**src/sv/dlr_pkg.sv**
```systemverilog
package dlr_pkg;

	localparam int COORD_BITS = 12;
	localparam int FRAC_BITS  = 16;
	localparam int POS_W      = COORD_BITS + FRAC_BITS;
	localparam int DIFF_W     = COORD_BITS + 1;
	localparam int QUOT_W     = FRAC_BITS + 1;
	localparam int STEP_W     = FRAC_BITS + 2;
	localparam int CNT_W      = $clog2(FRAC_BITS);

	localparam logic REQ_LOAD = 1'b0;
	localparam logic REQ_TICK = 1'b1;

	typedef struct packed {
		logic load;
		logic div_en;
		logic tick;
	} cmd_t;

	typedef struct packed {
		logic len_zero;
		logic at_end;
	} sts_t;

endpackage

```
**src/sv/dlr_div_lane.sv**
```systemverilog
module dlr_div_lane (
	input  logic                                    clk,
	input  logic                                    load,
	input  logic [dlr_pkg::COORD_BITS-1:0]          mag_d,
	input  logic                                    neg,
	input  logic [dlr_pkg::COORD_BITS-1:0]          len,
	input  logic                                    step_en,
	output logic signed [dlr_pkg::STEP_W-1:0]       step
);

	logic [dlr_pkg::COORD_BITS-1:0] rem_q;
	logic [dlr_pkg::QUOT_W-1:0]     quot_q;
	logic                           neg_q;

	logic [dlr_pkg::COORD_BITS:0]   rem2;
	logic [dlr_pkg::COORD_BITS:0]   rem_sub;
	logic                           ge;
	logic [dlr_pkg::STEP_W-1:0]     mag_step;

	// one quotient bit per cycle, restoring
	always_comb begin
		rem2    = {rem_q, 1'b0};
		ge      = rem2 >= {1'b0, len};
		rem_sub = ge ? (rem2 - {1'b0, len}) : rem2;
	end

	always_ff @(posedge clk) begin
		if (load) begin
			neg_q <= neg;
			if (mag_d == len) begin
				quot_q <= dlr_pkg::QUOT_W'(1);
				rem_q  <= '0;
			end else begin
				quot_q <= '0;
				rem_q  <= mag_d;
			end
		end else if (step_en) begin
			rem_q  <= rem_sub[dlr_pkg::COORD_BITS-1:0];
			quot_q <= {quot_q[dlr_pkg::QUOT_W-2:0], ge};
		end
	end

	assign mag_step = {1'b0, quot_q};
	assign step     = neg_q ? -$signed(mag_step) : $signed(mag_step);

endmodule

```
**src/sv/dlr_datapath.sv**
```systemverilog
module dlr_datapath (
	input  logic                                clk,
	input  dlr_pkg::cmd_t                       cmd,
	output dlr_pkg::sts_t                       sts,
	input  logic signed [dlr_pkg::COORD_BITS-1:0] start_x,
	input  logic signed [dlr_pkg::COORD_BITS-1:0] start_y,
	input  logic signed [dlr_pkg::COORD_BITS-1:0] stop_x,
	input  logic signed [dlr_pkg::COORD_BITS-1:0] stop_y,
	input  logic [31:0]                         line_color,
	output logic signed [dlr_pkg::COORD_BITS-1:0] pixel_x,
	output logic signed [dlr_pkg::COORD_BITS-1:0] pixel_y,
	output logic [31:0]                         pixel_color,
	output logic                                last_pixel
);

	localparam int C = dlr_pkg::COORD_BITS;
	localparam int F = dlr_pkg::FRAC_BITS;
	localparam int P = dlr_pkg::POS_W;
	localparam int S = dlr_pkg::STEP_W;
	localparam int D = dlr_pkg::DIFF_W;

	function automatic logic near_end(input logic [P:0] d);
		logic [C:0] hi;
		hi = d[P:F];
		return (hi == '0) || ((&hi) && (d[F-1:0] != '0));
	endfunction

	function automatic logic [C-1:0] trunc_pos(input logic [P-1:0] p);
		return p[P-1:F] + C'(p[P-1] && (p[F-1:0] != '0));
	endfunction

	logic [P-1:0]  pos_x_q, pos_y_q;
	logic [C-1:0]  tgt_x_q, tgt_y_q;
	logic [C-1:0]  len_q;
	logic [31:0]   color_q;
	logic [C-1:0]  pix_x_q, pix_y_q;
	logic [31:0]   pix_color_q;
	logic          last_q;

	logic [D-1:0]  dx, dy, dx_abs, dy_abs;
	logic [C-1:0]  mag_x, mag_y, len_w, len_in;
	logic signed [S-1:0] step_x, step_y;
	logic [P-1:0]  nx, ny;
	logic [P:0]    diff_x, diff_y;

	assign dx     = {stop_x[C-1], stop_x} - {start_x[C-1], start_x};
	assign dy     = {stop_y[C-1], stop_y} - {start_y[C-1], start_y};
	assign dx_abs = dx[D-1] ? -dx : dx;
	assign dy_abs = dy[D-1] ? -dy : dy;
	assign mag_x  = dx_abs[C-1:0];
	assign mag_y  = dy_abs[C-1:0];
	assign len_w  = (mag_x > mag_y) ? mag_x : mag_y;
	assign len_in = cmd.load ? len_w : len_q;

	dlr_div_lane u_lane_x (
		.clk     (clk),
		.load    (cmd.load),
		.mag_d   (mag_x),
		.neg     (dx[D-1]),
		.len     (len_in),
		.step_en (cmd.div_en),
		.step    (step_x)
	);

	dlr_div_lane u_lane_y (
		.clk     (clk),
		.load    (cmd.load),
		.mag_d   (mag_y),
		.neg     (dy[D-1]),
		.len     (len_in),
		.step_en (cmd.div_en),
		.step    (step_y)
	);

	assign nx     = pos_x_q + {{(P-S){step_x[S-1]}}, step_x};
	assign ny     = pos_y_q + {{(P-S){step_y[S-1]}}, step_y};
	assign diff_x = {nx[P-1], nx} - {tgt_x_q[C-1], tgt_x_q, {F{1'b0}}};
	assign diff_y = {ny[P-1], ny} - {tgt_y_q[C-1], tgt_y_q, {F{1'b0}}};

	assign sts.at_end   = near_end(diff_x) && near_end(diff_y);
	assign sts.len_zero = (len_q == '0);

	always_ff @(posedge clk) begin
		if (cmd.load) begin
			pos_x_q <= {start_x, {F{1'b0}}};
			pos_y_q <= {start_y, {F{1'b0}}};
			tgt_x_q <= stop_x;
			tgt_y_q <= stop_y;
			len_q   <= len_w;
			color_q <= line_color;
		end else if (cmd.tick) begin
			pos_x_q     <= nx;
			pos_y_q     <= ny;
			pix_x_q     <= trunc_pos(pos_x_q);
			pix_y_q     <= trunc_pos(pos_y_q);
			pix_color_q <= color_q;
			last_q      <= sts.at_end;
		end
	end

	assign pixel_x     = pix_x_q;
	assign pixel_y     = pix_y_q;
	assign pixel_color = pix_color_q;
	assign last_pixel  = last_q;

endmodule

```
**src/sv/dlr_ctrl.sv**
```systemverilog
module dlr_ctrl (
	input  logic          clk,
	input  logic          arst_n,
	input  logic          in_valid,
	output logic          in_stall,
	input  logic          req_type,
	output logic          out_valid,
	input  logic          out_stall,
	output dlr_pkg::cmd_t cmd,
	input  dlr_pkg::sts_t sts
);

	localparam logic [1:0] ST_IDLE = 2'd0;
	localparam logic [1:0] ST_DIV  = 2'd1;
	localparam logic [1:0] ST_RUN  = 2'd2;

	logic [1:0]                 state_q;
	logic [dlr_pkg::CNT_W-1:0]  cnt_q;
	logic                       out_valid_q;
	logic                       accept;

	assign in_stall   = (state_q == ST_DIV) || (out_valid_q && out_stall);
	assign accept     = in_valid && !in_stall;
	assign cmd.load   = accept && (req_type == dlr_pkg::REQ_LOAD);
	assign cmd.tick   = accept && (req_type == dlr_pkg::REQ_TICK) && (state_q == ST_RUN);
	assign cmd.div_en = (state_q == ST_DIV) && !sts.len_zero;
	assign out_valid  = out_valid_q;

	always_ff @(posedge clk or negedge arst_n) begin
		if (!arst_n) begin
			state_q     <= ST_IDLE;
			cnt_q       <= '0;
			out_valid_q <= 1'b0;
		end else begin
			if (cmd.tick) begin
				out_valid_q <= 1'b1;
			end else if (!out_stall) begin
				out_valid_q <= 1'b0;
			end
			case (state_q)
				ST_IDLE, ST_RUN: begin
					if (cmd.load) begin
						state_q <= ST_DIV;
						cnt_q   <= '0;
					end else if (cmd.tick && sts.at_end) begin
						state_q <= ST_IDLE;
					end
				end
				ST_DIV: begin
					if (sts.len_zero) begin
						state_q <= ST_IDLE;
					end else if (cnt_q == dlr_pkg::CNT_W'(dlr_pkg::FRAC_BITS - 1)) begin
						state_q <= ST_RUN;
					end
					cnt_q <= cnt_q + 1'b1;
				end
				default: begin
					state_q <= ST_IDLE;
				end
			endcase
		end
	end

`ifndef SYNTHESIS
	a_tick_fills_out: assert property (@(posedge clk) disable iff (!arst_n)
		cmd.tick |=> out_valid_q) else $error("tick did not produce a word");
	a_load_starts_div: assert property (@(posedge clk) disable iff (!arst_n)
		cmd.load |=> (state_q == ST_DIV) && (cnt_q == '0)) else $error("load did not start division");
	a_no_accept_in_div: assert property (@(posedge clk) disable iff (!arst_n)
		(state_q == ST_DIV) |-> !accept) else $error("word accepted during division");
	a_tick_only_run: assert property (@(posedge clk) disable iff (!arst_n)
		cmd.tick |-> !cmd.load && !cmd.div_en) else $error("conflicting commands");
`endif

endmodule

```
**src/sv/dda_line_rasterizer_core.sv**
```systemverilog
// DDA line rasterizer. A load word (req_type 0) takes two endpoints and a color and
// returns nothing; it captures the line, and the two step dividers then each produce
// FRAC_BITS quotient bits; equal endpoints skip the division and leave the block idle.
// While a line is active each tick word (req_type 1) yields one pixel, so pixels
// stream at one per cycle while out_stall is low; last_pixel marks the end of the
// line, and a tick with no active line is accepted and yields nothing. A load
// during an active line restarts it. A registered output stage holds the pixel while
// out_stall is high; input is stalled only while that stage is full and stalled, or
// while the block is in its divide state.
module dda_line_rasterizer_core (
	input  logic                                  clk,
	input  logic                                  arst_n,
	input  logic                                  in_valid,
	output logic                                  in_stall,
	input  logic                                  req_type,
	input  logic signed [dlr_pkg::COORD_BITS-1:0] start_x,
	input  logic signed [dlr_pkg::COORD_BITS-1:0] start_y,
	input  logic signed [dlr_pkg::COORD_BITS-1:0] stop_x,
	input  logic signed [dlr_pkg::COORD_BITS-1:0] stop_y,
	input  logic [31:0]                           line_color,
	output logic                                  out_valid,
	input  logic                                  out_stall,
	output logic signed [dlr_pkg::COORD_BITS-1:0] pixel_x,
	output logic signed [dlr_pkg::COORD_BITS-1:0] pixel_y,
	output logic [31:0]                           pixel_color,
	output logic                                  last_pixel
);

	dlr_pkg::cmd_t cmd;
	dlr_pkg::sts_t sts;

	dlr_ctrl u_ctrl (
		.clk       (clk),
		.arst_n    (arst_n),
		.in_valid  (in_valid),
		.in_stall  (in_stall),
		.req_type  (req_type),
		.out_valid (out_valid),
		.out_stall (out_stall),
		.cmd       (cmd),
		.sts       (sts)
	);

	dlr_datapath u_dp (
		.clk         (clk),
		.cmd         (cmd),
		.sts         (sts),
		.start_x     (start_x),
		.start_y     (start_y),
		.stop_x      (stop_x),
		.stop_y      (stop_y),
		.line_color  (line_color),
		.pixel_x     (pixel_x),
		.pixel_y     (pixel_y),
		.pixel_color (pixel_color),
		.last_pixel  (last_pixel)
	);

endmodule

```
**config.mk**
```make
export PLATFORM = sky130hd
export DESIGN_NAME = dda_line_rasterizer_core
export DESIGN_NICKNAME = d
export VERILOG_FILES = /design/src/sv/dlr_pkg.sv /design/src/sv/dlr_div_lane.sv /design/src/sv/dlr_datapath.sv /design/src/sv/dlr_ctrl.sv /design/src/sv/dda_line_rasterizer_core.sv
export SDC_FILE = /design/constraint.sdc
export NUM_CORES = 1
export LEC_CHECK = 0
export BUFFER_PORTS_ARGS = -buffer_cell sky130_fd_sc_hd__buf_4
export CORE_MARGIN = 3
export CORE_UTILIZATION = 50
export CTS_CLUSTER_SIZE = 40
export DETAILED_ROUTE_END_ITERATION = 10
export MAX_ROUTING_LAYER = met4
export PLACE_DENSITY = 0.73
export SYNTH_ARGS = -nofsm -noshare
export SYNTH_HDL_FRONTEND = slang
export SYNTH_SLANG_ARGS = --single-unit
export TNS_END_PERCENT = 10
```
**constraint.sdc**
```tcl
create_clock -name clk -period 7.75 [get_ports clk]
set_clock_uncertainty 0.15 [all_clocks]
set_input_delay 0.775 -clock clk [delete_from_list [all_inputs] [get_ports clk]]
set_output_delay 0.775 -clock clk [all_outputs]
set_load 0.01 [all_outputs]
```
Yosys cells after proc, flatten, opt, wreduce, memory -nomap -nowiden
Cells that the tools add are included.

storage, ports and cells
  output and inout bits = 59
  bits in registers = 248

operators by class
  magnitude comparators = 3
  equality and inequality tests = 9
  multiplexer cells = 33
  add/sub/neg operators = 15
  reduce and logical (&&, ||, !) cells = 34
  bitwise logic cells = 2

operators by type and width
  kind                                          count
  two-way mux 12 bit                            12
  two-way mux 28 bit                            4
  two-way mux 17 bit                            4
  nonzero test 16 bit                           4
  subtractor 28 x 28 -> 29 bit                  2
  adder 28 bit                                  2
  two-way mux 18 bit                            2
  negation 17 -> 18 bit                         2
  greater-or-equal comparator 13 x 12 -> 1 bit  2
  logical NOT 13 bit                            2
  AND reduction 13 bit                          2
  subtractor 12 x 12 -> 13 bit                  2
  adder 12 x 1 -> 12 bit                        2
  equality test 12 bit                          2
  negation 12 bit                               2
  subtractor 12 bit                             2
  > comparator 12 bit                           1
  logical AND 1 bit                             12
  logical NOT 12 bit                            1
  two-way mux 2 bit                             4
  case mux 4 bit (2 select lines)               1
  AND reduction 2 bit                           3
  nonzero test 2 bit                            3
  adder 4 x 1 -> 4 bit (second input constant)  1
  other kinds (14)                              22

Depth between registers and ports, before layout
Gate-level depths: netlist of the first run.

  word-level depth = 12
  gate-level depth with buffers = 38
  mapped depth without buffers = 38

By module
Synthesis of the first run repeated with hierarchy kept, for this count alone.

second synthesis, totals
  cell total of the unflattened synthesis = 1,742
  area total of the unflattened synthesis = 17,355.4 µm²

modules (own cells, without submodules)
  module        cells each  instances  area each (µm²)  seq. area each (µm²)
  dlr_datapath  1,222       1          12,345.6         4,994.8
  dlr_div_lane  240         2          2,319.7          900.9
  dlr_ctrl      40          1          370.4            175.2

Worst setup path after synthesis of the first run
OpenSTA, ideal clock, no wires.

  path type = input to register
  start point = input port stop_y[0] in the netlist's numbering
  end point = register u_dp.u_lane_x.rem_q[4] in the netlist's numbering, data pin
  library setup time = 0.359 ns
  setup slack = -0.358 ns
  path buffers = 3
  data arrival time = 7.599 ns
  cell stages on the path = 35
  path through = inv_1 ha_1 fa_1 nor2b_1 o31a_1 a21oi_1 o21bai_1 nor4b_1 nand4_1 and2_1 or4_1 nand3_1 ha_1 nand3_1 nor2_1 a2111oi_0 nor3b_1 nor3_1 o221a_2 buf_6 clkbuf_1 a21oi_1 o21ai_0 inv_1 ha_1 a21o_1 a21oi_1 nand2_1 nand2_1 a21o_1 a21oi_4 o41ai_4 buf_6 mux2i_1 o22ai_1

between the ends
  cells in the longest elaborated chain, start to end = 10

RTL lines
  what                                                                                      line                                    source
  from (decl)                                                                               dda_line_rasterizer_core.sv:19          input logic signed [dlr_pkg::COORD_BITS-1:0] stop_y,
  subtractor 12 x 12 -> 13 bit *                                                            dlr_datapath.sv:47                      assign dy = {stop_y[C-1], stop_y} - {start_y[C-1], start_y};
  negation 12 bit                                                                           dlr_datapath.sv:49                      assign dy_abs = dy[D-1] ? -dy : dy;
  two-way mux 12 bit *                                                                      dlr_datapath.sv:49
  > comparator 12 bit                                                                       dlr_datapath.sv:52                      assign len_w = (mag_x > mag_y) ? mag_x : mag_y;
  two-way mux 12 bit *                                                                      dlr_datapath.sv:52
  two-way mux 12 bit *                                                                      --
  net u_dp.len_in[4]                                                                        dlr_datapath.sv:41                      logic [C-1:0] mag_x, mag_y, len_w, len_in;
  subtractor 12 bit / greater-or-equal comparator 13 x 12 -> 1 bit (equally long branches)  dlr_div_lane.sv:24, dlr_div_lane.sv:23
  two-way mux 12 bit                                                                        dlr_div_lane.sv:24                      rem_sub = ge ? (rem2 - {1'b0, len}) : rem2;
  two-way mux 12 bit                                                                        dlr_div_lane.sv:37                      end else if (step_en) begin
  two-way mux 12 bit *                                                                      dlr_div_lane.sv:28                      if (load) begin
  to (signal assigned)                                                                      dlr_div_lane.sv:35                      rem_q <= mag_d;
  to (signal assigned)                                                                      dlr_div_lane.sv:38                      rem_q <= rem_sub[dlr_pkg::COORD_BITS-1:0];
  to (decl)                                                                                 dlr_div_lane.sv:11                      logic [dlr_pkg::COORD_BITS-1:0] rem_q;

Mark *: on every way through the listed nets, which the timed path passes. The rest lies on a longest branch. The select of a mux whose other input is x is not followed.
A chain may end at the register's enable or synchronous reset.

Worst setup path after layout of the first run
  start point = input port start_y[0] in the netlist's numbering
  end point = register u_dp.u_lane_x.rem_q[5] in the netlist's numbering, data pin

between the ends
  cells in the longest elaborated chain, start to end = 10

RTL lines
  what                                                                                      line                                    source
  from (decl)                                                                               dda_line_rasterizer_core.sv:17          input logic signed [dlr_pkg::COORD_BITS-1:0] start_y,
  subtractor 12 x 12 -> 13 bit *                                                            dlr_datapath.sv:47
  negation 12 bit                                                                           dlr_datapath.sv:49
  two-way mux 12 bit *                                                                      dlr_datapath.sv:49
  > comparator 12 bit                                                                       dlr_datapath.sv:52
  two-way mux 12 bit *                                                                      dlr_datapath.sv:52
  two-way mux 12 bit *                                                                      --
  net u_dp.len_in[4]                                                                        dlr_datapath.sv:41
  subtractor 12 bit / greater-or-equal comparator 13 x 12 -> 1 bit (equally long branches)  dlr_div_lane.sv:24, dlr_div_lane.sv:23
  two-way mux 12 bit                                                                        dlr_div_lane.sv:24
  two-way mux 12 bit                                                                        dlr_div_lane.sv:37
  two-way mux 12 bit *                                                                      dlr_div_lane.sv:28

Marks and branches as above.

==> results of run 1 <==
cells by family (layout without fill, tap and decap cells):
family / Yosys count / count (layout) / synth area share (%)
adder cells (fa/ha/maj): 155 / 155 / 11.65
buffers and inverters: 181 / 416 / 4.158
flip-flops: 248 / 248 / 40.71
other: 0 / 8 / 0
XOR/XNOR: 191 / 191 / 9.864
AND/OR/NAND/NOR: 511 / 511 / 15.09
multiplexers: 28 / 28 / 1.780
AO/OA/AOI/OAI: 422 / 422 / 16.74
critical path, delay by kind of cell:
family	cells	cell delay [ns]
AO/OA/AOI/OAI	13	2.56
AND/OR/NAND/NOR	13	2.12
multiplexers	2	0.42
adder cells (fa/ha/maj)	4	1.20
buffers and inverters	3	0.40
cells in the final DEF, fill, tap and decap left out, types with 7 or more instances in the layout:
cell | Yosys | layout
nand2_1 | 143 | 142
nand4_1 | 16 | 16
o31ai_1 | 20 | 20
o31a_1 | 7 | 7
nor3_1 | 35 | 35
or4_1 | 8 | 8
a31oi_1 | 10 | 9
o21ai_1 | 8 | 16
dfrtp_1 | 7 | 7
o21a_1 | 15 | 15
or3_1 | 16 | 16
nand2b_1 | 17 | 17
xor2_1 | 55 | 55
o22ai_1 | 14 | 14
clkbuf_16 | 0 | 30
nor2_1 | 109 | 106
o21ai_0 | 105 | 96
and2_1 | 34 | 34
ha_1 | 146 | 146
a21oi_2 | 0 | 7
dfxtp_1 | 43 | 43
edfxtp_1 | 198 | 198
and3_1 | 9 | 9
o2111ai_1 | 7 | 7
a21o_1 | 20 | 20
a22o_1 | 28 | 28
a21oi_1 | 100 | 93
nor4_1 | 21 | 21
buf_4 | 1 | 216
nor2b_1 | 23 | 23
inv_1 | 138 | 137
a21boi_1 | 1 | 7
fa_1 | 8 | 8
o21bai_1 | 10 | 10
mux2i_1 | 23 | 23
diode_2 | 0 | 8
nand3_1 | 40 | 39
xnor2_1 | 135 | 133
worst max-delay path by stage:
stage | startpoint | end | slack [ns] | cells after the start
floorplan | stop_x[0] | u_dp.u_lane_x.rem_q[4] | 0.03 | 37
global placement | start_y[0] | u_dp.u_lane_x.rem_q[5] | -0.02 | 35
detailed placement | start_y[0] | u_dp.u_lane_x.rem_q[5] | -0.31 | 35
CTS | u_dp.u_lane_x.quot_q[0] | u_ctrl.state_q[1] | 0.009 | 38
global route | start_y[0] | u_dp.u_lane_x.rem_q[5] | -0.03 | 35
finish | start_y[0] | u_dp.u_lane_x.rem_q[5] | 0.41 | 35
report_power, final:
part	switching (W)	total (W)	leakage, nW	internal (W)
Combinational	0.00230	0.00420	5.60	0.00190
Sequential	0.000255	0.00213	2.30	0.00187
Clock	0.000593	0.00153	0.521	0.000939
per-stage QoR:
step                      hold WS [ns]  std cells  power (W)
after floorplan                 0.2503       1736   0.005109
after global placement          0.2505       2359   0.006086
after detailed placement        0.2545       2359   0.006206
after CTS                       0.1911       2416   0.007771
after global routing            0.1920       2427   0.008410
final                           0.2114       2427   0.007856
layer usage:
layer | wire length, um | up-vias
met1 | 18690 | 6671
met5 | 0 | -
li1 | - | 6775
met4 | 1878 | 0
met3 | 2253 | 115
met2 | 22180 | 412
sequential cells by signal, indices dropped and copies added (netlist names), named ones only:
name                  count
u_dp.len_q               11
u_dp.u_lane_y.neg_q       1
u_dp.u_lane_x.quot_q     17
u_dp.pixel_color         32
u_dp.color_q             32
u_dp.u_lane_y.rem_q      12
u_dp.u_lane_x.rem_q      12
u_dp.pixel_y             12
u_dp.tgt_y_q             12
u_ctrl.state_q            2
u_ctrl.out_valid          1
u_dp.last_pixel           1
u_dp.pos_x_q             28
u_dp.tgt_x_q             12
u_dp.pos_y_q             28
u_dp.u_lane_y.quot_q     17
u_dp.pixel_x             12
u_ctrl.cnt_q              4
u_dp.u_lane_x.neg_q       1
final cells by class:
| cell class | count | area (um2) |
|---|---|---|
| clock buffer | 37 | 797.0 |
| multi-input combinational | 1307 | 9574 |
| antenna | 8 | 20.02 |
| timing repair buffer | 220 | 1692 |
| inverter | 140 | 528.0 |
| tap | 448 | 560.5 |
| sequential | 248 | 6982 |
| clock inverter | 19 | 294.0 |
| fill | 2777 | 13250 |
timing repair:
action                                  CTS  global route
setup buffers                             0             3
endpoints found under the setup margin    0            26
endpoints found under the hold margin     7             0
resized for setup                         0            28
hold buffers                              1             0
==> results by group, run 1 <==
Global routing
  • M3 GR Usage: 2.842%
  • Gr ovfl total: 0
  • Vias in the first global route: 13901
  • Met2 global-route usage: 42.31%
  • GRT Total Usage: 24.85%
  • Met1 Track Usage GR: 30.08%
  • Global-route wire length before repair: 71190 um
  • GRT busiest layer: met2
  • Initial antenna violation count: 8
  • Largest net degree at the start of global routing: 66

STA
  • F_max: 0.1362 GHz
  • Period minus WS final: 7.340 ns
  • Max Transition Viols Final: 0
  • Slew @ Worst Pin: 1.015 ns
  • Final worst-path cycle share: 94.71%
  • Final Worst Setup Slack: 0.4098 ns
  • Final setup viols: 0
  • Final hold violation count: 0
  • Slew margin rel.: 32.26%
  • Post-route setup TNS: 0 ns

Clock network
  • Clock transition at path regs: 0.06 ns
  • Clk root buf: clkbuf_16
  • Clock tree buffer depth: 3
  • H-tree levels: 1
  • Num CTS Buffers: 30
  • TritonCTS clock tree: built
  • CTS sink count: 248
  • Worst-skew pair later-pin latency: 0.59 ns

Synthesis
  • Top cells by area, synth: edfxtp_1 35%, ha_1 11%, xnor2_1 6.9%
  • Netlist cell types: 95
  • Mean Syn Cell Area: 9.879 um2
  • Register area share after synthesis: 40.71%
  • Top_reg_cell synth: edfxtp_1
  • Yosys reg bits: 248
  • Post-synth top cells: 198 x edfxtp_1, 146 x ha_1, 143 x nand2_1
  • Syn_nets: 1975
  • Yosys top cell area share: 34.67%
  • Most numerous cell in the Yosys netlist: edfxtp_1
  • Syn. warnings: 0
  • Share of synthesized registers carrying an async set or reset: 2.823%
  • Post-synth top area cell: edfxtp_1
  • Cells after Synth: 1736
  • Cell Area, Synth: 0.01715 mm2
  • Post-synth EDFFs: 198

Floorplan
  • # IOs: 144
  • Core area: 0.03370 mm2
  • Die span in y: 191.2 um
  • Starting density of the core: 50.89%
  • Die ar.: 0.03656 mm2
  • Overall die width: 191.2 um
  • FP Rows: 67

Worst hold path
  • Hold Path Stages: 1
  • Worst hold path class: primary input to register
  • Hold wc startpoint: line_color[27]
  • Hold Path End: u_dp.color_q[27]

Setup path
  • R2R setup slack: 0.54 ns
  • Max FO, Critical Path: 15
  • FF-to-FF End: u_ctrl.state_q[1]
  • Critical path launch point type: primary input
  • Setup CP Type: primary input to register
  • FF-to-FF Start: u_dp.u_lane_y.quot_q[0]
  • Worst stage delay on the critical path: 0.49 ns
  • Slowest CP cell: or4_1
  • CP most frequent cell: ha_1
  • WP data required: 7.90 ns
  • Worst r2r path cells: 33
  • Arrival time at the worst endpoint: 7.49 ns
  • Worst setup EP type: register

Placed design
  • GPL Wtd Cong: 1.001
  • Port-buffer cells: 143
  • Post-DP HPWL: 33860 um
  • Place WS: -0.3071 ns
  • Area after DPL: 0.01923 mm2

Routing
  • Post-route ant nets: 0
  • Routed length per instance: 18.54 um
  • Routed vias/inst: 5.757
  • DRT Pass-1 Iters: 7
  • Routed vias: 13973
  • DRT Wirelength: 45000 um
  • Drc violations: 0
  • Initial DRC count: 881

Layout
  • Area grow syn2layout: 19.22%
  • Final Cell Area: 0.02045 mm2
  • Nets@finish: 2186
  • Final core utilization: 60.67%
  • Layout cells sized above 1: 16.79%

Run
  • Max-cap violations: 0

Run status
  • Outcome: complete, no violations

Power and ir drop
  • PD cells: 384.2 mW/mm2
  • Max VDD drop: 0.0003777 V
  • Leakage power total: 8.418 nW
(Power assumes the default switching activity.)
==> run 2: changes to the inputs <==
--- a/config.mk
+++ b/config.mk
@@ -5,13 +5,13 @@
 export SDC_FILE = /design/constraint.sdc
 export NUM_CORES = 1
 export LEC_CHECK = 0
-export BUFFER_PORTS_ARGS = -buffer_cell sky130_fd_sc_hd__buf_4
-export CORE_MARGIN = 3
 export CORE_UTILIZATION = 50
+export CTS_BUF_LIST = sky130_fd_sc_hd__clkbuf_16
 export CTS_CLUSTER_SIZE = 40
 export DETAILED_ROUTE_END_ITERATION = 10
+export DONT_BUFFER_PORTS = 1
 export MAX_ROUTING_LAYER = met4
-export PLACE_DENSITY = 0.73
+export PLACE_DENSITY = 0.69
 export SYNTH_ARGS = -nofsm -noshare
 export SYNTH_HDL_FRONTEND = slang
 export SYNTH_SLANG_ARGS = --single-unit
==> run 2 against run 1 <==
Compared with the run above: register-to-register slack got worse by 0.09 ns; via count decreased by 4.6%; sequential cell count unchanged; critical endpoint is now u_ctrl.state_q[1].
==> results by group, run 2 (synthesized netlist as in run 1, its figures left out) <==
STA
  • Max Transition Viols Final: 0 (unchanged)
  • Slew margin rel.: 31.66% (-0.60 points)
  • Final worst-path cycle share: 94.22% (-0.49 points)
  • Final hold violation count: 0 (unchanged)
  • F_max: 0.1369 GHz (+0.52%)
  • Period minus WS final: 7.302 ns (-0.03795 ns)
  • Post-route setup TNS: 0 ns (unchanged)
  • Slew @ Worst Pin: 1.024 ns (+0.008973 ns)
  • Final setup viols: 0 (unchanged)

Setup path
  • Worst setup EP type: register
  • WP data required: 8.06 ns (+0.16 ns)
  • Slowest CP cell: edfxtp_1
  • Worst stage delay on the critical path: 0.43 ns (-0.06 ns)
  • Max FO, Critical Path: 4 (-11)
  • Critical path launch point type: register
  • CP most frequent cell: o21ai_0
  • Setup CP Type: register to register
  • Arrival time at the worst endpoint: 7.61 ns (+0.12 ns)
  • R2R setup slack: 0.45 ns (-0.09 ns)

Layout
  • Area grow syn2layout: 11.86%
  • Fill count: 2848 (+2.6%)
  • Layout cells sized above 1: 9.670% (-7.1 points)
  • Non-filler cells, final: 2271 (-6.4%)
  • Commonest cells after routing, fill and taps aside: 198 x edfxtp_1, 146 x ha_1, 142 x nand2_1
  • Most common cell after layout, fill and taps aside: edfxtp_1
  • Nets@finish: 2037 (-6.8%)

Clock network
  • Clock tree buffer depth: 3 (unchanged)
  • H-tree levels: 1 (unchanged)
  • Num CTS Buffers: 28 (-6.7%)
  • TritonCTS clock tree: built
  • Clk root buf: clkbuf_16
  • Clock transition at path regs: 0.07 ns (about the same)
  • Worst-skew pair later-pin latency: 0.57 ns (-0.02 ns)
  • CTS sink count: 248 (unchanged)

Routing
  • Routed vias: 13327 (-4.6%)
  • Initial DRC count: 795 (-9.8%)
  • Drc violations: 0 (unchanged)
  • DRT Pass-1 Iters: 7 (unchanged)
  • DRT Wirelength: 44380 um (-1.4%)
  • Post-route ant nets: 0 (unchanged)
  • Routed length per instance: 19.54 um (+5.4%)
  • Routed vias/inst: 5.868 (+1.9%)

Power and ir drop
  • Leakage power total: 7.673 nW (-8.9%)
  • PD cells: 395.5 mW/mm2 (+2.9%)
  • Max VDD drop: 0.0003738 V (-1.0%)
  • Tot Pwr: 0.007586 W (-3.4%)

Worst hold path
  • Worst hold path class: primary input to register

Global routing
  • GRT Total Usage: 25.66% (+0.82 points)
  • M3 GR Usage: 4.390% (+1.5 points)
  • Largest net degree at the start of global routing: 89 (+35%)
  • Met1 Track Usage GR: 32.10% (+2.0 points)
  • Global-route wire length before repair: 69810 um (-1.9%)
  • Vias in the first global route: 12950 (-6.8%)
  • Met2 global-route usage: 40.99% (-1.3 points)
  • GRT busiest layer: met2
  • Gr ovfl total: 0 (unchanged)
  • Initial antenna violation count: 3 (-5)

Floorplan
  • Die span in y: 187.2 um (-2.1%)
  • Die ar.: 0.03505 mm2 (-4.1%)
  • FP Rows: 67 (unchanged)
  • Overall die width: 187.2 um (-2.1%)
  • Core area: 0.03362 mm2 (-0.25%)
  • # IOs: 144 (unchanged)
  • Starting density of the core: 51.02% (+0.13 points)

Run status
  • Outcome: complete, no violations

Placed design
  • Post-DP HPWL: 33640 um (-0.67%)
  • Port-buffer cells: 0 (-100%)
  • GPL Wtd Cong: 0.9923 (-0.91%)
  • Placed Cells: 2210 (-6.3%)

Run
  • Max-cap violations: 0 (unchanged)
## run 2: what timing repair did
action | in CTS | in global routing
setup endpoints to repair | 2 | 27
pin swaps | 1 | 7
endpoints found under the hold margin | 7 | 0
buffers inserted | 1 | 4
hold buffers | 1 | 0
gates resized for setup | 3 | 21
## run 2: final timing paths
path	from	to	depth (start not counted)
worst min-delay path	line_color[14]	u_dp.color_q[14]	0
max in group asynchronous	arst_n	u_ctrl.cnt_q[2]	1
worst max-delay path	u_dp.u_lane_x.quot_q[0]	u_ctrl.state_q[1]	39
worst min register to register	u_dp.color_q[18]	u_dp.pixel_color[18]	0
min in group asynchronous	arst_n	u_ctrl.state_q[1]	1
worst max register to register	u_dp.u_lane_x.quot_q[0]	u_ctrl.state_q[1]	39
## run 2: stage by stage
step / area (um2) / hold slack, ns / util [%] / setup WS [ns]
final: 19180 / 0.1460 / 57.07 / 0.4478
after global routing: 19180 / 0.1177 / 57.07 / -0.01618
after CTS: 19100 / 0.1217 / 56.82 / 0.02148
after detailed placement: 18110 / 0.2545 / 53.88 / -0.1496
after global placement: 18110 / 0.2504 / 53.88 / 0.04916
after floorplan: 17200 / 0.2503 / - / 0.02639
## run 2: worst max-delay path: cells and delay by family, from the launching register on
kind	cells	cell delay, ns
XOR/XNOR	2	0.35
flip-flops	1	0.43
AO/OA/AOI/OAI	24	3.98
adder cells (fa/ha/maj)	4	1.33
buffers and inverters	4	0.43
AND/OR/NAND/NOR	5	0.52
## run 2: power breakdown
| group | switching, W | leakage, nW | internal (W) |
|---|---|---|---|
| combinational | 0.00226 | 4.89 | 0.00183 |
| clock | 0.000575 | 0.476 | 0.000789 |
| sequential | 0.000255 | 2.30 | 0.00187 |
| total | 0.00309 | 7.67 | 0.00449 |
## run 2: cell type report
cell class | count | area (um2) | area share [%]
multi-input combinational | 1307 | 9572 | 49.90
clock inverter | 23 | 232.7 | 1.213
sequential | 248 | 6982 | 36.39
tap | 448 | 560.5 | 2.922
timing repair buffer | 73 | 575.6 | 3.000
inverter | 140 | 528.0 | 2.752
antenna | 3 | 7.507 | 0.03913
clock buffer | 29 | 725.7 | 3.783
## run 2: per-layer routing
layer	part of all wire, %	vias to the layer above
met5	0	-
met4	4.1	0
met1	44	6354
met3	5.8	90
li1	-	6460
met2	47	423
==> run 3: changes to the inputs <==
--- a/config.mk
+++ b/config.mk
@@ -5,6 +5,7 @@
 export SDC_FILE = /design/constraint.sdc
 export NUM_CORES = 1
 export LEC_CHECK = 0
+export ABC_AREA = 1
 export CORE_UTILIZATION = 50
 export CTS_BUF_LIST = sky130_fd_sc_hd__clkbuf_16
 export CTS_CLUSTER_SIZE = 40
==> constraint.sdc (replaced) <==
create_clock -name clk -period 8.3 [get_ports clk]
set_clock_uncertainty 0.15 [all_clocks]
set_input_delay 0.83 -clock clk [delete_from_list [all_inputs] [get_ports clk]]
set_output_delay 0.83 -clock clk [all_outputs]
set_load 0.01 [all_outputs]
==> run 3 against run 2 <==
Compared with the run above: area after synthesis rose by 2.5%; critical endpoint is now u_dp.u_lane_x.rem_q[7]; combinational power grew 9.0%; core utilization down 2.2 points; final cell count up 14%; critical path depth is 7 lower; sequential cell count is the same; via count up 4.8%; non-clock buffer count shrank 60; critical path type is now primary input to register.
==> results by group, run 3 <==
STA
  • RSZ-0062 raised after global routing: no
  • Post-route setup TNS: 0 ns (unchanged)
  • Final hold violation count: 0 (unchanged)
  • Worst Hold Margin: 0.2109 ns (+0.06488 ns)
  • Slew margin rel.: 26.17% (-5.5 points)
  • Max Transition Viols Final: 0 (unchanged)
  • Slew @ Worst Pin: 1.105 ns (+0.08087 ns)
  • Final worst-path cycle share: 84.59%
  • Final setup viols: 0 (unchanged)
  • Period minus WS final: 7.021 ns
  • F_max: 0.1424 GHz

Run
  • Max-cap violations: 0 (unchanged)

Clock network
  • Clock transition at path regs: 0.07 ns (about the same)
  • CTS sink count: 248 (unchanged)
  • H-tree levels: 1 (unchanged)
  • TritonCTS clock tree: built
  • Clk root buf: clkbuf_16
  • Clock tree buffer depth: 3 (unchanged)
  • Num CTS Buffers: 28 (unchanged)
  • Worst-skew pair later-pin latency: 0.56 ns (about the same)

Power and ir drop
  • Max VDD drop: 0.0002378 V (-36%)
  • Tot Pwr: 0.007764 W (+2.3%)
  • Power share of the combinational group: 57.6% (+3.6 points)
  • PD cells: 409.9 mW/mm2 (+3.7%)
  • Flop pwr share: 27.4% (-0.6 points)
  • Switching Power: 0.003645 W (+18%)
  • Clock share of power: 15.0% (-3.0 points)
  • Internal Power: 0.004119 W (-8.4%)
  • Switching share of total power: 46.95% (+6.2 points)
  • Leakage power total: 8.894 nW (+16%)

Routing
  • DRT Pass-1 Iters: 5 (-2)
  • Routed vias: 13963 (+4.8%)
  • Post-route ant nets: 0 (unchanged)
  • Drc violations: 0 (unchanged)
  • Routed length per instance: 16.86 um (-14%)
  • Initial DRC count: 860 (+8.2%)
  • Routed vias/inst: 5.399 (-8.0%)
  • DRT Wirelength: 43610 um (-1.7%)

Synthesis
  • Syn. warnings: 0 (unchanged)
  • Post-synth EDFFs: 198 (unchanged)
  • Cells after Synth: 2105 (+21%)
  • Share of synthesized registers carrying an async set or reset: 2.823% (unchanged)
  • Register area share after synthesis: 39.74% (-0.97 points)
  • Post-synth top area cell: edfxtp_1
  • Yosys top cell area share: 33.84% (-0.83 points)
  • Top cells by area, synth: edfxtp_1 34%, ha_1 10%, nand2_1 9.3%
  • Syn_nets: 2344 (+19%)
  • Top_reg_cell synth: edfxtp_1
  • Post-synth top cells: 433 x nand2_1, 321 x inv_1, 198 x edfxtp_1
  • Most numerous cell in the Yosys netlist: nand2_1
  • Mean Syn Cell Area: 8.347 um2 (-16%)
  • Yosys reg bits: 248 (unchanged)
  • Netlist cell types: 61 (-36%)
  • Cell Area, Synth: 0.01757 mm2 (+2.5%)

Layout
  • Reg area: 0.006982 mm2 (unchanged)
  • Most common cell after layout, fill and taps aside: nand2_1
  • Final core utilization: 54.83% (-2.2 points)
  • Multi-input logic area: 0.009159 mm2 (-4.3%)
  • Layout cells sized above 1: 7.233% (-2.4 points)
  • Nets@finish: 2347 (+15%)
  • Commonest cells after routing, fill and taps aside: 432 x nand2_1, 327 x inv_1, 198 x edfxtp_1
  • Area grow syn2layout: 7.790%
  • Fill count: 3194 (+12%)

Setup path
  • Max FO, Critical Path: 19 (+15)
  • Setup CP Type: primary input to register
  • Worst setup EP type: register
  • Worst stage delay on the critical path: 0.58 ns (+0.15 ns)
  • WP data required: 8.44 ns (+0.38 ns)
  • Slowest CP cell: nand4_1
  • CP most frequent cell: nand2_1
  • Critical path launch point type: primary input
  • Arrival time at the worst endpoint: 7.17 ns (-0.44 ns)

Placed design
  • GPL Wtd Cong: 0.9657 (-2.7%)
  • Post-DP HPWL: 33800 um (+0.50%)
  • Port-buffer cells: 0 (unchanged)

Global routing
  • Vias in the first global route: 13526 (+4.4%)
  • Initial antenna violation count: 2 (-1)
  • GRT Total Usage: 25.22% (-0.44 points)
  • Gr ovfl total: 0 (unchanged)
  • Largest net degree at the start of global routing: 70 (-21%)
  • Global-route wire length before repair: 70200 um (+0.55%)

Run status
  • Outcome: complete, no violations

Worst hold path
  • Worst hold path class: primary input to register

Floorplan
  • FP Rows: 68 (+1.5%)
  • Starting density of the core: 50.87% (-0.15 points)
  • Core area: 0.03454 mm2 (+2.8%)
  • Overall die width: 189.5 um (+1.2%)
  • # IOs: 144 (unchanged)
  • Die span in y: 189.5 um (+1.2%)
  • Die ar.: 0.03590 mm2 (+2.4%)
==> run 3: kinds of logic after synthesis <==
| group | after synthesis | share of synthesized area, % |
|---|---|---|
| AO/OA/AOI/OAI | 262 | 8.438 |
| XOR/XNOR | 170 | 8.517 |
| adder cells (fa/ha/maj) | 154 | 11.31 |
| buffers and inverters | 375 | 8.303 |
| flip-flops | 248 | 39.74 |
| multiplexers | 1 | 0.07831 |
| AND/OR/NAND/NOR | 895 | 23.62 |
==> run 3: worst paths after layout <==
kind,cells after the start,start,endpoint,slack (ns)
setup / recovery,32,start_y[3],u_dp.u_lane_x.rem_q[7],1.28
hold / removal,0,stop_x[2],u_dp.tgt_x_q[2],0.21
setup reg to reg,36,u_dp.u_lane_x.quot_q[0],u_ctrl.state_q[1],1.45
hold reg to reg,0,u_dp.color_q[4],u_dp.pixel_color[4],0.27
max in group asynchronous,1,arst_n,u_ctrl.out_valid,7.29
min in group asynchronous,1,arst_n,u_ctrl.cnt_q[0],0.46
==> run 3: final cells by class <==
class | count | area share (%)
Sequential cell | 248 | 36.86
Antenna cell | 2 | 0.02643
Clock inverter | 23 | 0.8720
Clock buffer | 28 | 3.700
Inverter | 335 | 6.646
Tap cell | 455 | 3.006
Timing Repair Buffer | 13 | 0.5285
Multi-Input combinational cell | 1482 | 48.36
==> run 3: worst max-delay path: cells and delay by family <==
kind | cells | cell delay, ns
compound gates | 3 | 0.99
xor+xnor | 1 | 0.50
fa+ha+maj | 3 | 1.13
buf+inv | 5 | 0.59
simple gates | 20 | 3.07
==> run 3: timing repair <==
item,in CTS,in global routing
gates resized for setup,0,0
setup buffers,0,0
hold endpoints to repair,7,0
hold buffers,1,0
==> run 3: per-stage QoR <==
| stage | worst slack (ns) | instance area (um2) | std cells |
|---|---|---|---|
| after floorplan | 2.072 | 17570 | 2105 |
| after global placement | 1.027 | 18060 | 2532 |
| after CTS | 1.471 | 18930 | 2584 |
| final | 1.279 | 18940 | 2586 |
| after global routing | 0.8002 | 18940 | 2586 |
| after detailed placement | 0.9752 | 18060 | 2532 |
==> run 3: layer usage <==
metal  GRT usage (%)  wire length (um)
met4           10.79              1884
met3           3.170              2253
met1           31.66             19150
met2           40.91             20320
met5               -                 0
==> run 3: power groups by stage <==
stage / registers, W / logic, W / clock network (W)
finish: 0.00213 / 0.00447 / 0.00117
CTS: 0.00212 / 0.00445 / 0.00119
detailed placement: 0.00214 / 0.00442 / 0
global placement: 0.00214 / 0.00433 / 0
floorplan: 0.00206 / 0.00352 / 0
global route: 0.00217 / 0.00507 / 0.00124
